`src/sv/im_text_block_to_html_text_assert.svh`:
```
// Assertion macros shared by the text extractor modules
`ifndef IM_TEXT_BLOCK_TO_HTML_TEXT_ASSERT_SVH
`define IM_TEXT_BLOCK_TO_HTML_TEXT_ASSERT_SVH

// clocked check, off while reset is asserted
`define IMTB_ASSERT(lbl, prop, msg) \
	lbl: assert property (@(posedge clk) disable iff (!arst_n) (prop)) else $error(msg);

// clocked check that also holds during reset
`define IMTB_ASSERT_ALWAYS(lbl, prop, msg) \
	lbl: assert property (@(posedge clk) (prop)) else $error(msg);

`endif

```
`src/sv/imtb_pkg.sv`:
```
// Types, codes and helpers for the message-block text extractor
package imtb_pkg;

	typedef struct packed {
		logic [7:0] data_byte;
		logic       last_byte;
	} in_item_t;

	typedef struct packed {
		logic [7:0] text_byte;
		logic       text_valid;
		logic       run_end;
		logic       message_done;
		logic [1:0] status;
	} out_item_t;

	localparam logic [1:0] OP_NONE = 2'd0;
	localparam logic [1:0] OP_CHAR = 2'd1;
	localparam logic [1:0] OP_ENT  = 2'd2;

	localparam logic [1:0] ST_OK    = 2'd0;
	localparam logic [1:0] ST_UNREP = 2'd1;
	localparam logic [1:0] ST_ERR   = 2'd2;

	localparam logic [1:0] KIND_COPY = 2'd0;
	localparam logic [1:0] KIND_WIDE = 2'd1;
	localparam logic [1:0] KIND_SKIP = 2'd2;

	localparam logic [7:0]  HDR_B0      = 8'h05;
	localparam logic [7:0]  MARK_B      = 8'h01;
	localparam logic [15:0] FLAG_PLAIN  = 16'h0000;
	localparam logic [15:0] FLAG_PLAIN3 = 16'h0003;
	localparam logic [15:0] FLAG_WIDE   = 16'h0002;
	localparam logic [15:0] ASCII_LIMIT = 16'd128;
	localparam logic [15:0] SECT_MIN    = 16'd4;

	localparam logic [2:0] ENT_LAST = 3'd6;

	typedef struct packed {
		logic [1:0]  op;
		logic [15:0] word;
		logic        done;
		logic [1:0]  status;
	} cmd_t;

	function automatic logic [7:0] hex_char(input logic [3:0] nib);
		logic [7:0] r;
		if (nib < 4'd10) begin
			r = 8'h30 + {4'h0, nib};
		end else begin
			r = 8'h57 + {4'h0, nib};
		end
		return r;
	endfunction

endpackage

```
`src/sv/imtb_front.sv`:
```
// Front end: header and section parser that turns input bytes into commands
`include "im_text_block_to_html_text_assert.svh"

module imtb_front import imtb_pkg::*; (
	input  logic     clk,
	input  logic     arst_n,
	input  logic     in_valid,
	output logic     in_ready,
	input  in_item_t in_data,
	input  logic     q_full,
	output logic     cmd_push,
	output cmd_t     cmd
);

	localparam logic [3:0] PH_H0     = 4'd0;
	localparam logic [3:0] PH_H1     = 4'd1;
	localparam logic [3:0] PH_FL_HI  = 4'd2;
	localparam logic [3:0] PH_FL_LO  = 4'd3;
	localparam logic [3:0] PH_FEAT   = 4'd4;
	localparam logic [3:0] PH_S0     = 4'd5;
	localparam logic [3:0] PH_S1     = 4'd6;
	localparam logic [3:0] PH_LEN_HI = 4'd7;
	localparam logic [3:0] PH_LEN_LO = 4'd8;
	localparam logic [3:0] PH_F1_HI  = 4'd9;
	localparam logic [3:0] PH_F1_LO  = 4'd10;
	localparam logic [3:0] PH_F2_HI  = 4'd11;
	localparam logic [3:0] PH_F2_LO  = 4'd12;
	localparam logic [3:0] PH_BODY   = 4'd13;
	localparam logic [3:0] PH_ERR    = 4'd14;

	logic [3:0]  phase_q, phase_d;
	logic [15:0] left_q, left_d;
	logic [7:0]  held_q, held_d;
	logic [1:0]  kind_q, kind_d;
	logic [15:0] flag_q, flag_d;
	logic        unrep_q, unrep_d;
	logic        err_q, err_d;

	logic        accept;
	logic [15:0] word;
	logic [15:0] left_dec;
	logic        has_text;
	logic        is_ent;

	assign accept   = in_valid && in_ready;
	assign in_ready = !q_full;
	assign word     = {held_q, in_data.data_byte};
	assign left_dec = left_q - 16'd1;

	always_comb begin
		phase_d  = phase_q;
		left_d   = left_q;
		held_d   = held_q;
		kind_d   = kind_q;
		flag_d   = flag_q;
		unrep_d  = unrep_q;
		err_d    = err_q;
		has_text = 1'b0;
		is_ent   = 1'b0;
		unique case (phase_q)
			PH_H0: begin
				if (in_data.data_byte != HDR_B0) begin
					err_d   = 1'b1;
					phase_d = PH_ERR;
				end else begin
					phase_d = PH_H1;
				end
			end
			PH_H1: begin
				if (in_data.data_byte != MARK_B) begin
					err_d   = 1'b1;
					phase_d = PH_ERR;
				end else begin
					phase_d = PH_FL_HI;
				end
			end
			PH_FL_HI: begin
				held_d  = in_data.data_byte;
				phase_d = PH_FL_LO;
			end
			PH_FL_LO: begin
				left_d  = word;
				phase_d = (word != 16'd0) ? PH_FEAT : PH_S0;
			end
			PH_FEAT: begin
				left_d = left_dec;
				if (left_dec == 16'd0) begin
					phase_d = PH_S0;
				end
			end
			PH_S0: begin
				if (in_data.data_byte != MARK_B) begin
					err_d   = 1'b1;
					phase_d = PH_ERR;
				end else begin
					phase_d = PH_S1;
				end
			end
			PH_S1: begin
				if (in_data.data_byte != MARK_B) begin
					err_d   = 1'b1;
					phase_d = PH_ERR;
				end else begin
					phase_d = PH_LEN_HI;
				end
			end
			PH_LEN_HI: begin
				held_d  = in_data.data_byte;
				phase_d = PH_LEN_LO;
			end
			PH_LEN_LO: begin
				if (word < SECT_MIN) begin
					phase_d = PH_S0;
				end else begin
					left_d  = word - SECT_MIN;
					phase_d = PH_F1_HI;
				end
			end
			PH_F1_HI: begin
				held_d  = in_data.data_byte;
				phase_d = PH_F1_LO;
			end
			PH_F1_LO: begin
				flag_d  = word;
				phase_d = PH_F2_HI;
			end
			PH_F2_HI: begin
				phase_d = PH_F2_LO;
			end
			PH_F2_LO: begin
				if (flag_q == FLAG_PLAIN || flag_q == FLAG_PLAIN3) begin
					kind_d = KIND_COPY;
				end else if (flag_q == FLAG_WIDE && !left_q[0]) begin
					kind_d = KIND_WIDE;
				end else begin
					kind_d  = KIND_SKIP;
					unrep_d = 1'b1;
				end
				phase_d = (left_q != 16'd0) ? PH_BODY : PH_S0;
			end
			PH_BODY: begin
				if (kind_q == KIND_COPY) begin
					has_text = 1'b1;
				end else if (kind_q == KIND_WIDE) begin
					if (!left_q[0]) begin
						held_d = in_data.data_byte;
					end else begin
						has_text = 1'b1;
						is_ent   = (word >= ASCII_LIMIT);
					end
				end
				left_d = left_dec;
				if (left_dec == 16'd0) begin
					phase_d = PH_S0;
				end
			end
			PH_ERR: begin
			end
			default: begin
				err_d   = 1'b1;
				phase_d = PH_ERR;
			end
		endcase
	end

	always_comb begin
		cmd.op     = OP_NONE;
		cmd.word   = 16'd0;
		cmd.done   = in_data.last_byte;
		cmd.status = ST_OK;
		if (has_text) begin
			if (is_ent) begin
				cmd.op   = OP_ENT;
				cmd.word = word;
			end else begin
				cmd.op   = OP_CHAR;
				cmd.word = (kind_q == KIND_COPY) ? {8'h00, in_data.data_byte}
					: {8'h00, word[7:0]};
			end
		end
		if (in_data.last_byte) begin
			if (err_d || phase_d != PH_S0) begin
				cmd.status = ST_ERR;
			end else if (unrep_d) begin
				cmd.status = ST_UNREP;
			end
		end
	end

	assign cmd_push = accept && (has_text || in_data.last_byte);

	always_ff @(posedge clk or negedge arst_n) begin
		if (!arst_n) begin
			phase_q <= PH_H0;
			left_q  <= '0;
			held_q  <= '0;
			kind_q  <= KIND_COPY;
			flag_q  <= '0;
			unrep_q <= 1'b0;
			err_q   <= 1'b0;
		end else if (accept) begin
			if (in_data.last_byte) begin
				phase_q <= PH_H0;
				left_q  <= '0;
				held_q  <= '0;
				kind_q  <= KIND_COPY;
				flag_q  <= '0;
				unrep_q <= 1'b0;
				err_q   <= 1'b0;
			end else begin
				phase_q <= phase_d;
				left_q  <= left_d;
				held_q  <= held_d;
				kind_q  <= kind_d;
				flag_q  <= flag_d;
				unrep_q <= unrep_d;
				err_q   <= err_d;
			end
		end
	end

	`IMTB_ASSERT_ALWAYS(a_err_phase, (err_q == (phase_q == PH_ERR)), "error flag and error phase disagree")
	`IMTB_ASSERT(a_unrep_skip, (kind_q == KIND_SKIP) |-> unrep_q, "skipped section without unrepresentable mark")

endmodule

```
`src/sv/imtb_queue.sv`:
```
// Short command queue between the parser and the expander
`include "im_text_block_to_html_text_assert.svh"

module imtb_queue import imtb_pkg::*; #(
	parameter int DEPTH = 4
) (
	input  logic clk,
	input  logic arst_n,
	input  logic push,
	input  cmd_t push_cmd,
	output logic full,
	input  logic pop,
	output logic head_valid,
	output cmd_t head_cmd
);

	localparam int PW = (DEPTH > 1) ? $clog2(DEPTH) : 1;
	localparam int CW = $clog2(DEPTH + 1);

	cmd_t          mem_q [DEPTH];
	logic [PW-1:0] wr_ptr_q;
	logic [PW-1:0] rd_ptr_q;
	logic [CW-1:0] count_q;
	logic          do_push;
	logic          do_pop;

	assign full       = (count_q == CW'(DEPTH));
	assign head_valid = (count_q != '0);
	assign head_cmd   = mem_q[rd_ptr_q];
	assign do_push    = push && !full;
	assign do_pop     = pop && head_valid;

	always_ff @(posedge clk) begin
		if (do_push) begin
			mem_q[wr_ptr_q] <= push_cmd;
		end
	end

	always_ff @(posedge clk or negedge arst_n) begin
		if (!arst_n) begin
			wr_ptr_q <= '0;
			rd_ptr_q <= '0;
			count_q  <= '0;
		end else begin
			if (do_push) begin
				wr_ptr_q <= (wr_ptr_q == PW'(DEPTH - 1)) ? '0 : wr_ptr_q + 1'b1;
			end
			if (do_pop) begin
				rd_ptr_q <= (rd_ptr_q == PW'(DEPTH - 1)) ? '0 : rd_ptr_q + 1'b1;
			end
			if (do_push && !do_pop) begin
				count_q <= count_q + 1'b1;
			end else if (do_pop && !do_push) begin
				count_q <= count_q - 1'b1;
			end
		end
	end

	`IMTB_ASSERT_ALWAYS(a_count_max, (count_q <= CW'(DEPTH)), "queue count beyond depth")
	`IMTB_ASSERT(a_count_up, (do_push && !do_pop) |=> (count_q == $past(count_q) + 1'b1), "queue count missed a push")

endmodule

```
`src/sv/imtb_back.sv`:
```
// Back end: expands queued commands into text transfers through an output register
`include "im_text_block_to_html_text_assert.svh"

module imtb_back import imtb_pkg::*; (
	input  logic      clk,
	input  logic      arst_n,
	input  logic      head_valid,
	input  cmd_t      head_cmd,
	output logic      pop,
	output logic      out_valid,
	input  logic      out_ready,
	output out_item_t out_data
);

	logic [2:0] idx_q;
	logic       out_valid_q;
	out_item_t  out_q;
	logic       emit;
	logic       last_piece;
	logic [7:0] piece;

	assign emit       = head_valid && (!out_valid_q || out_ready);
	assign last_piece = (head_cmd.op != OP_ENT) || (idx_q == ENT_LAST);
	assign pop        = emit && last_piece;

	always_comb begin
		piece = 8'h00;
		if (head_cmd.op == OP_CHAR) begin
			piece = head_cmd.word[7:0];
		end else if (head_cmd.op == OP_ENT) begin
			unique case (idx_q)
				3'd0: piece = 8'h26;
				3'd1: piece = 8'h23;
				3'd2: piece = hex_char(head_cmd.word[15:12]);
				3'd3: piece = hex_char(head_cmd.word[11:8]);
				3'd4: piece = hex_char(head_cmd.word[7:4]);
				3'd5: piece = hex_char(head_cmd.word[3:0]);
				default: piece = 8'h3b;
			endcase
		end
	end

	always_ff @(posedge clk) begin
		if (emit) begin
			out_q.text_byte    <= piece;
			out_q.text_valid   <= (head_cmd.op != OP_NONE);
			out_q.run_end      <= last_piece;
			out_q.message_done <= last_piece && head_cmd.done;
			out_q.status       <= (last_piece && head_cmd.done) ? head_cmd.status : ST_OK;
		end
	end

	always_ff @(posedge clk or negedge arst_n) begin
		if (!arst_n) begin
			idx_q       <= '0;
			out_valid_q <= 1'b0;
		end else begin
			out_valid_q <= emit || (out_valid_q && !out_ready);
			if (emit) begin
				idx_q <= last_piece ? 3'd0 : idx_q + 3'd1;
			end
		end
	end

	assign out_valid = out_valid_q;
	assign out_data  = out_q;

	`IMTB_ASSERT(a_done_end, (out_valid_q && out_q.message_done) |-> out_q.run_end, "message end not at end of run")
	`IMTB_ASSERT(a_idx_ent, (idx_q != 3'd0) |-> (head_valid && head_cmd.op == OP_ENT), "entity index without entity command")

endmodule

```
`src/sv/im_text_block_to_html_text.sv`:
```
// Path: an accepted text byte's command is registered in the queue, then each of its results in the output register.
// Throughput: one input byte per cycle while the queue has room; one result per cycle out while out_ready is high.
// A 16-bit character of 128 or more expands to seven results, so wide text is limited by the output rate.
// The output register allows one result per cycle while out_ready is high; the queue absorbs bursts of input.
// Reset: arst_n asynchronous active low clears the parser, the queue pointers and count, and the output valid flag.
module im_text_block_to_html_text import imtb_pkg::*; #(
	parameter int QUEUE_DEPTH = 4
) (
	input  logic      clk,
	input  logic      arst_n,
	input  logic      in_valid,
	output logic      in_ready,
	input  in_item_t  in_data,
	output logic      out_valid,
	input  logic      out_ready,
	output out_item_t out_data
);

	logic q_full;
	logic cmd_push;
	cmd_t cmd;
	logic q_pop;
	logic head_valid;
	cmd_t head_cmd;

	imtb_front u_front (
		.clk      (clk),
		.arst_n   (arst_n),
		.in_valid (in_valid),
		.in_ready (in_ready),
		.in_data  (in_data),
		.q_full   (q_full),
		.cmd_push (cmd_push),
		.cmd      (cmd)
	);

	imtb_queue #(
		.DEPTH (QUEUE_DEPTH)
	) u_queue (
		.clk        (clk),
		.arst_n     (arst_n),
		.push       (cmd_push),
		.push_cmd   (cmd),
		.full       (q_full),
		.pop        (q_pop),
		.head_valid (head_valid),
		.head_cmd   (head_cmd)
	);

	imtb_back u_back (
		.clk        (clk),
		.arst_n     (arst_n),
		.head_valid (head_valid),
		.head_cmd   (head_cmd),
		.pop        (q_pop),
		.out_valid  (out_valid),
		.out_ready  (out_ready),
		.out_data   (out_data)
	);

endmodule
```
`config.mk`:
```
export PLATFORM = sky130hd
export DESIGN_NAME = im_text_block_to_html_text
export DESIGN_NICKNAME = d
export VERILOG_FILES = /design/src/sv/imtb_pkg.sv /design/src/sv/imtb_front.sv /design/src/sv/imtb_queue.sv /design/src/sv/imtb_back.sv /design/src/sv/im_text_block_to_html_text.sv
export VERILOG_INCLUDE_DIRS = /design/src /design/src/sv
export SDC_FILE = /design/constraint.sdc
export NUM_CORES = 1
export LEC_CHECK = 0
export ABC_AREA = 1
export BUFFER_PORTS_ARGS = -buffer_cell sky130_fd_sc_hd__buf_2
export CORE_MARGIN = 2
export CORE_UTILIZATION = 27
export CTS_BUF_LIST = sky130_fd_sc_hd__clkbuf_8
export DETAILED_ROUTE_END_ITERATION = 8
export PLACE_DENSITY = 0.5
export SYNTH_ARGS = -nofsm -noshare
export SYNTH_HDL_FRONTEND = slang
export SYNTH_SLANG_ARGS = --single-unit
export TNS_END_PERCENT = 10
```
`constraint.sdc`:
```
create_clock -name clk -period 3.8 [get_ports clk]
set_input_delay 0.38 -clock clk [delete_from_list [all_inputs] [get_ports clk]]
set_output_delay 0.38 -clock clk [all_outputs]
set_load 0.05 [all_outputs]
```
* Yosys cells after proc, flatten, opt, wreduce, memory -nomap -nowiden
Memory sizes are Yosys's and may differ from the RTL's. Cells that the tools add are included.
Operators by class: bitwise gates (word level) 0, add/sub/neg operators 15, equal/unequal tests 36, reduce and logical (&&, ||, !) cells 45, divide/modulo/power cells 0, muxes and demuxes 59, order comparisons 6, multiply operators 0, shift-type cells 0
Operators by type and width (count):
- 8-bit two-way mux | 10
- 16-bit two-way mux | 4
- 4-bit one-hot mux with 14 select lines | 1
- 16-bit one-hot mux with 3 select lines | 1
- 8-bit one-hot mux with 6 select lines | 1
- 18-bit two-way mux | 2
- 7-bit by 4-bit adder with 8-bit output (first input constant) | 4
- 16-bit by 2-bit == test with 1-bit output (second input constant) | 2
- 16-bit logical NOT | 2
- 4-bit two-way mux | 8
- 16-bit nonzero test | 2
- 6-bit by 4-bit adder with 7-bit output (first input constant) | 4
- 4-bit == test (second input constant) | 7
- 1-bit two-way mux | 19
- 4-bit by 3-bit == test with 1-bit output (second input constant) | 4
- 16-bit by 8-bit greater-or-equal comparator with 1-bit output (second input constant) | 1
- 16-bit by 3-bit less-than comparator with 1-bit output (second input constant) | 1
- 4-bit less-than comparator (second input constant) | 4
- 2-bit two-way mux | 8
- 8-bit one-hot mux with 2 select lines | 1
- 16-bit by 1-bit subtractor with 16-bit output (second input constant) | 1
- 16-bit by 3-bit subtractor with 16-bit output (second input constant) | 1
- 3-bit == test (second input constant) | 4
- 1-bit logical AND | 11
- other kinds (31) | 58
Storage, ports and cells: latch bits 0, output and inout port bits 15, bits in registers 72, ROM bits 0, bits in writable memories 84, memories kept 1, input port bits 13
Memory list:
- u_queue.mem_q | words 4, bits a word 21, read ports 1, clocked after Yosys merged registers in 0, write ports 1, line imtb_queue.sv:20 | cmd_t mem_q [DEPTH];

* Longest topological paths before layout
depth in word-level cells 11, mapped depth 18

* Modules after synthesis
A second synthesis with hierarchy kept.
Second synthesis, totals: cells, all modules 1040, area total of the unflattened synthesis 8842.2 µm²
Modules (own cells, without submodules):
- imtb_queue | times used 1, sequential area each 2697.6 µm², area each 3961.3 µm², cells each 305
- imtb_front | times used 1, sequential area each 1201.2 µm², area each 3487.1 µm², cells each 530
- imtb_back | times used 1, sequential area each 490.5 µm², area each 1393.8 µm², cells each 205

* Least setup slack after synthesis
Ideal clock, no wire load.
path kind flip-flop to flip-flop, start point register u_back.out_valid_q (netlist: u_back.out_valid), end point register u_queue.count_q[1], slack 1.063 ns, clock period less this slack 2.737 ns, library setup time 0.125 ns, arrival 2.613 ns, stages on the path, launching flop included 7, path through dfrtp_1 -> a21oi_1 -> nand2_1 -> ha_1 -> inv_1 -> fa_1 -> mux2_2
Between the ends: word-level cells in the longest chain between the ends 8, elaborated cells on any way between the ends 10, those cells by class mux: 1; reduce/logical: 9
Ends and longest elaborated chain:
- from (decl) | line imtb_back.sv:16 | logic out_valid_q;
- from (signal assigned) | line imtb_back.sv:58 | out_valid_q <= emit || (out_valid_q && !out_ready);
- 1-bit logical NOT (*) | line imtb_back.sv:22 | assign emit = head_valid && (!out_valid_q || out_ready);
- 1-bit logical OR (*) | line imtb_back.sv:22
- 1-bit logical AND (*) | line imtb_back.sv:22
- via u_back.emit | line imtb_back.sv:18 | logic emit;
- 1-bit logical AND (*) | line imtb_back.sv:24 | assign pop = emit && last_piece;
- 1-bit logical AND (*) | line imtb_queue.sv:31 | assign do_pop = pop && head_valid;
- 1-bit logical NOT | line imtb_queue.sv:51 | if (do_push && !do_pop) begin
- 1-bit logical AND | line imtb_queue.sv:51
- 3-bit two-way mux / 2-bit nonzero test (equally long branches)
- to (signal assigned) | line imtb_queue.sv:52 | count_q <= count_q + 1'b1;
- to (signal assigned) | line imtb_queue.sv:54 | count_q <= count_q - 1'b1;
- to (decl) | line imtb_queue.sv:23 | logic [CW-1:0] count_q;
The timed path passes the listed nets; every way through them passes the cells marked *. A chain may end at the register's enable or synchronous reset.

==> impl_metrics.py <==
metrics = {
    "cts": {
        "cts_buffers": 17,
        "ctsResizeCount": 0,
        "root_buffer": "clkbuf_8",
        "cts_tree": "done",
        "cts.sinks": 156,
        "post-cts-setup-buffers": 0,
        "clock_path_buffers": 2,
        "h-tree-depth": 4,
        "clk_pin_slew_ns": 0.09,
        "holdBufCountCts": 0,
        "insertion_delay_ns": 0.47,
    },
    "route": {
        "routed-wl-met2_um": 10570,
        "ant_nets": 0,
        "drc": 0,
        "routed_wl_um": 21990,
        "routedWlPerCell_um": 15.58,
        "dr_wl_met3_um": 798,
        "routed.top_layer": "met4",
        "m1WireLength_um": 10130,
        "drt_first_pass_iters": 6,
        "vias": 6652,
        "via_per_inst": 4.714,
        "drtIter0Drc": 346,
    },
    "power": {
        "power.leakage_nw": 3.936,
        "clkPwrFrac_pct": 17.8,
        "peakVddDrop_mv": 0.3284,
        "power_density_nw_per_um2": 803.5,
        "totalPowerFinal_mw": 7.531,
        "seq_power_share_pct": 33.4,
        "switching_share_pct": 47.00,
        "cellInternalPower_mw": 3.991,
        "netSwitchingPower_mw": 3.540,
        "p_comb_share_pct": 48.8,
    },
    "synthesis": {
        "synth.cell_area_um2": 8381,
        "synth_ff_type": "edfxtp_1",
        "synth_enable_flop_cells": 97,
        "synthArstFlopShare_pct": 37.82,
        "avgSynthCellArea_um2": 8.667,
        "yosysUniqueCellTypes": 49,
        "syn-instance-count": 967,
        "yosys_warnings": 0,
        "syn_nets": 1001,
        "synth_seq_area_share_pct": 52.37,
        "ys_seq_elements": 156,
    },
    "worst_setup_path": {
        "crit_required_ns": 4.08,
        "critical_path.slowest_cell": "dfrtp_1",
        "r2r_end": "u_queue.mem_q[3][0]$_DFFE_PP_",
        "critPathKind": "flop to flop",
        "rr_worst_depth": 16,
        "cp-start-kind": "flop",
        "worstSetupEndpoint": "u_queue.mem_q[3][0]$_DFFE_PP_",
        "cp_common_cell": "nand2_1",
        "r2r-start": "u_front.left_q[0]$_DFFE_PN0P_",
        "critPathArrivalTime_ns": 3.24,
        "rrSetupSlack_ns": 0.84,
        "cp-end-kind": "flop",
        "cpPeakStageDelay_ns": 0.46,
        "crit_start": "u_front.left_q[0]$_DFFE_PN0P_",
        "crit_fanout": 12,
        "path_cells": "inv_1 -> ha_1 -> inv_1 -> nor2_2 -> nand2_1 -> nand2_1 -> nand2_1 -> nor2_1 -> nand2_1 -> nor2_1 -> nand2_1 -> nand2_1 -> nand2_1 -> nor2_1 -> nand3_1 -> nor2_1",
    },
    "die": {
        "rows": 64,
        "die_area_um2": 32460,
        "die_x_um": 180.2,
        "floorplan.initialDensity_pct": 27.40,
        "core_area_um2": 30590,
        "pin_count": 28,
        "die_h_um": 180.2,
    },
    "sta": {
        "period_minus_slack_ns": 2.961,
        "period_share_pct": 77.93,
        "finalSetupViolations": 0,
        "slew_headroom_pct": 38.85,
        "worst_pin_slew_ns": 0.9173,
        "tns_ns": 0,
        "rsz0062_at_grt": "no",
        "drv_slew": 0,
        "finalClockSkew_ns": 0.01722,
        "max_freq_ghz": 0.3377,
        "final-hold-violation-count": 0,
    },
    "cells_and_area": {
        "nets": 1035,
        "nFillCells": 3248,
        "drive_gt1_share_pct": 12.33,
        "area_growth_pct": 11.84,
    },
    "global_routing": {
        "grt_pass1_vias": 6563,
        "overflow": 0,
        "antenna_found_initial": 0,
        "gr-usage-all-layers_pct": 13.99,
        "grt_max_degree": 47,
        "grt_pass1_wl_um": 35530,
    },
    "placed_design": {
        "dp_hpwl_um": 16050,
        "port_buffers": 27,
        "gp_congestion": 0.8481,
    },
    "outcome": {
        "status": "finished clean",
    },
    "worst_hold_path": {
        "hold_path_class": "input port to async pin",
    },
    "run": {
        "max-cap-violations": 0,
    },
}
-- cells by family after synthesis --
logic type / Yosys count / share of synthesized area (%)
adder cells (fa/ha/maj): 21 / 3.225
buffers and inverters: 129 / 6.688
XOR/XNOR: 7 / 0.7316
flip-flops: 156 / 52.37
AND/OR/NAND/NOR: 482 / 24.54
multiplexers: 1 / 0.1344
AO/OA/AOI/OAI: 171 / 12.30
-- critical path, delay by kind of cell, from the launching register on --
kind	cells	cell delay, ns
adders and majority gates	1	0.39
buffers and inverters	2	0.51
and+or+nand+nor	13	1.40
DFF	1	0.46
-- metrics by stage --
step           setup slack, ns  hold slack (ns)  instances  util, %  instance area [µm²]
4_1_cts                 0.8077          0.05908       1410    30.63                 9370
2_1_floorplan            1.063          0.08441        967        -                 8381
3_3_place_gp            0.8686           0.4665       1378    29.28                 8957
3_5_place_dp            0.8556           0.4718       1378    29.28                 8957
5_1_grt                 0.4462           0.1071       1410    30.63                 9370
6_report                0.8388          0.03785       1411    30.64                 9373
-- cell usage in the layout, fill, tap and decap left out, drive strengths merged, types with 2 or more instances in the layout --
cell type / count
o21ai: 93
clkbuf: 18
clkinv: 6
nor4: 3
nand3b: 3
nand4: 9
a221oi: 2
xnor2: 3
xor2: 4
a21oi: 39
o22a: 2
a32oi: 4
nor2: 125
nand2: 258
o221ai: 2
or2: 2
o31ai: 3
ha: 20
nor3: 17
inv: 112
o211ai: 3
o22ai: 13
a32o: 4
bufinv: 3
nand3: 64
edfxtp: 97
dfrtp: 59
a31oi: 2
buf: 37
-- worst min path at each step --
stage	from	endpoint	depth (start not counted)
final	arst_n	u_front.left_q[14]$_DFFE_PN0P_	1
after global routing	arst_n	u_front.left_q[14]$_DFFE_PN0P_	1
after CTS	arst_n	u_front.left_q[4]$_DFFE_PN0P_	1
after detailed placement	u_front.flag_q[7]$_DFFE_PN0P_	u_front.flag_q[7]$_DFFE_PN0P_	2
after global placement	u_front.flag_q[7]$_DFFE_PN0P_	u_front.flag_q[7]$_DFFE_PN0P_	2
after floorplan	arst_n	u_back.idx_q[0]$_DFFE_PN0P_	0
-- power groups by stage --
stage                     Combinational, mW  Sequential (mW)  Clock [mW]
after global routing                   4.19             2.57        1.44
after floorplan                        2.60             2.74           0
final                                  3.68             2.52        1.34
after CTS                              3.71             2.52        1.38
after global placement                 3.68             2.56           0
after detailed placement               3.69             2.56           0
-- per-layer routing --
| metal | GRT usage [%] | up-vias |
|---|---|---|
| li1 | - | 3324 |
| met1 | 17.96 | 3150 |
| met2 | 23.68 | 152 |
| met3 | 2.607 | 26 |
| met4 | 4.677 | 0 |
| met5 | 0 | - |
-- cell usage after synthesis (3+ instances only) --
master	n	area share, %
a21oi_1	32	1.9
a21oi_2	5	0.52
a32o_1	4	0.48
a32oi_1	4	0.42
buf_2	10	0.60
buf_4	6	0.54
buf_6	5	0.67
dfrtp_1	59	18
edfxtp_1	97	35
ha_1	20	3.0
inv_1	92	4.1
inv_2	12	0.54
nand2_1	249	11
nand2_2	8	0.60
nand3_1	63	3.8
nand3b_1	3	0.27
nand4_1	9	0.67
nor2_1	113	5.1
nor2_2	5	0.37
nor2_4	7	0.94
nor3_1	17	1.0
nor4_1	3	0.22
o211ai_1	3	0.27
o21ai_0	72	4.3
o21ai_1	13	0.78
o21ai_2	8	0.84
o22ai_1	13	0.97
o31ai_1	3	0.27
xnor2_1	3	0.31
xor2_1	4	0.42
-- cell type report --
class                      instances  area [µm²]  area share, %
antenna                            1       2.502        0.02670
clock buffer                      18       247.7          2.643
clock inverter                    14       165.2          1.762
inverter                         107       405.4          4.325
multi-input combinational        682        3445          36.75
sequential                       156        4389          46.83
tap                              396       495.5          5.286
timing repair buffer              37       222.7          2.376
-- registers in the layout, indices dropped and copies added, names as in the netlist --
signal            cells
u_queue.mem_q        84
u_front.flag_q       16
u_front.left_q       16
u_back.out_data      13
u_front.held_q        8
u_front.phase_q       4
u_back.idx_q          3
u_queue.count_q       3
u_front.kind_q        2
u_queue.rd_ptr_q      2
u_queue.wr_ptr_q      2
u_back.out_valid      1
u_front.err_q         1
u_front.unrep_q       1
(Power assumes the default switching activity.)
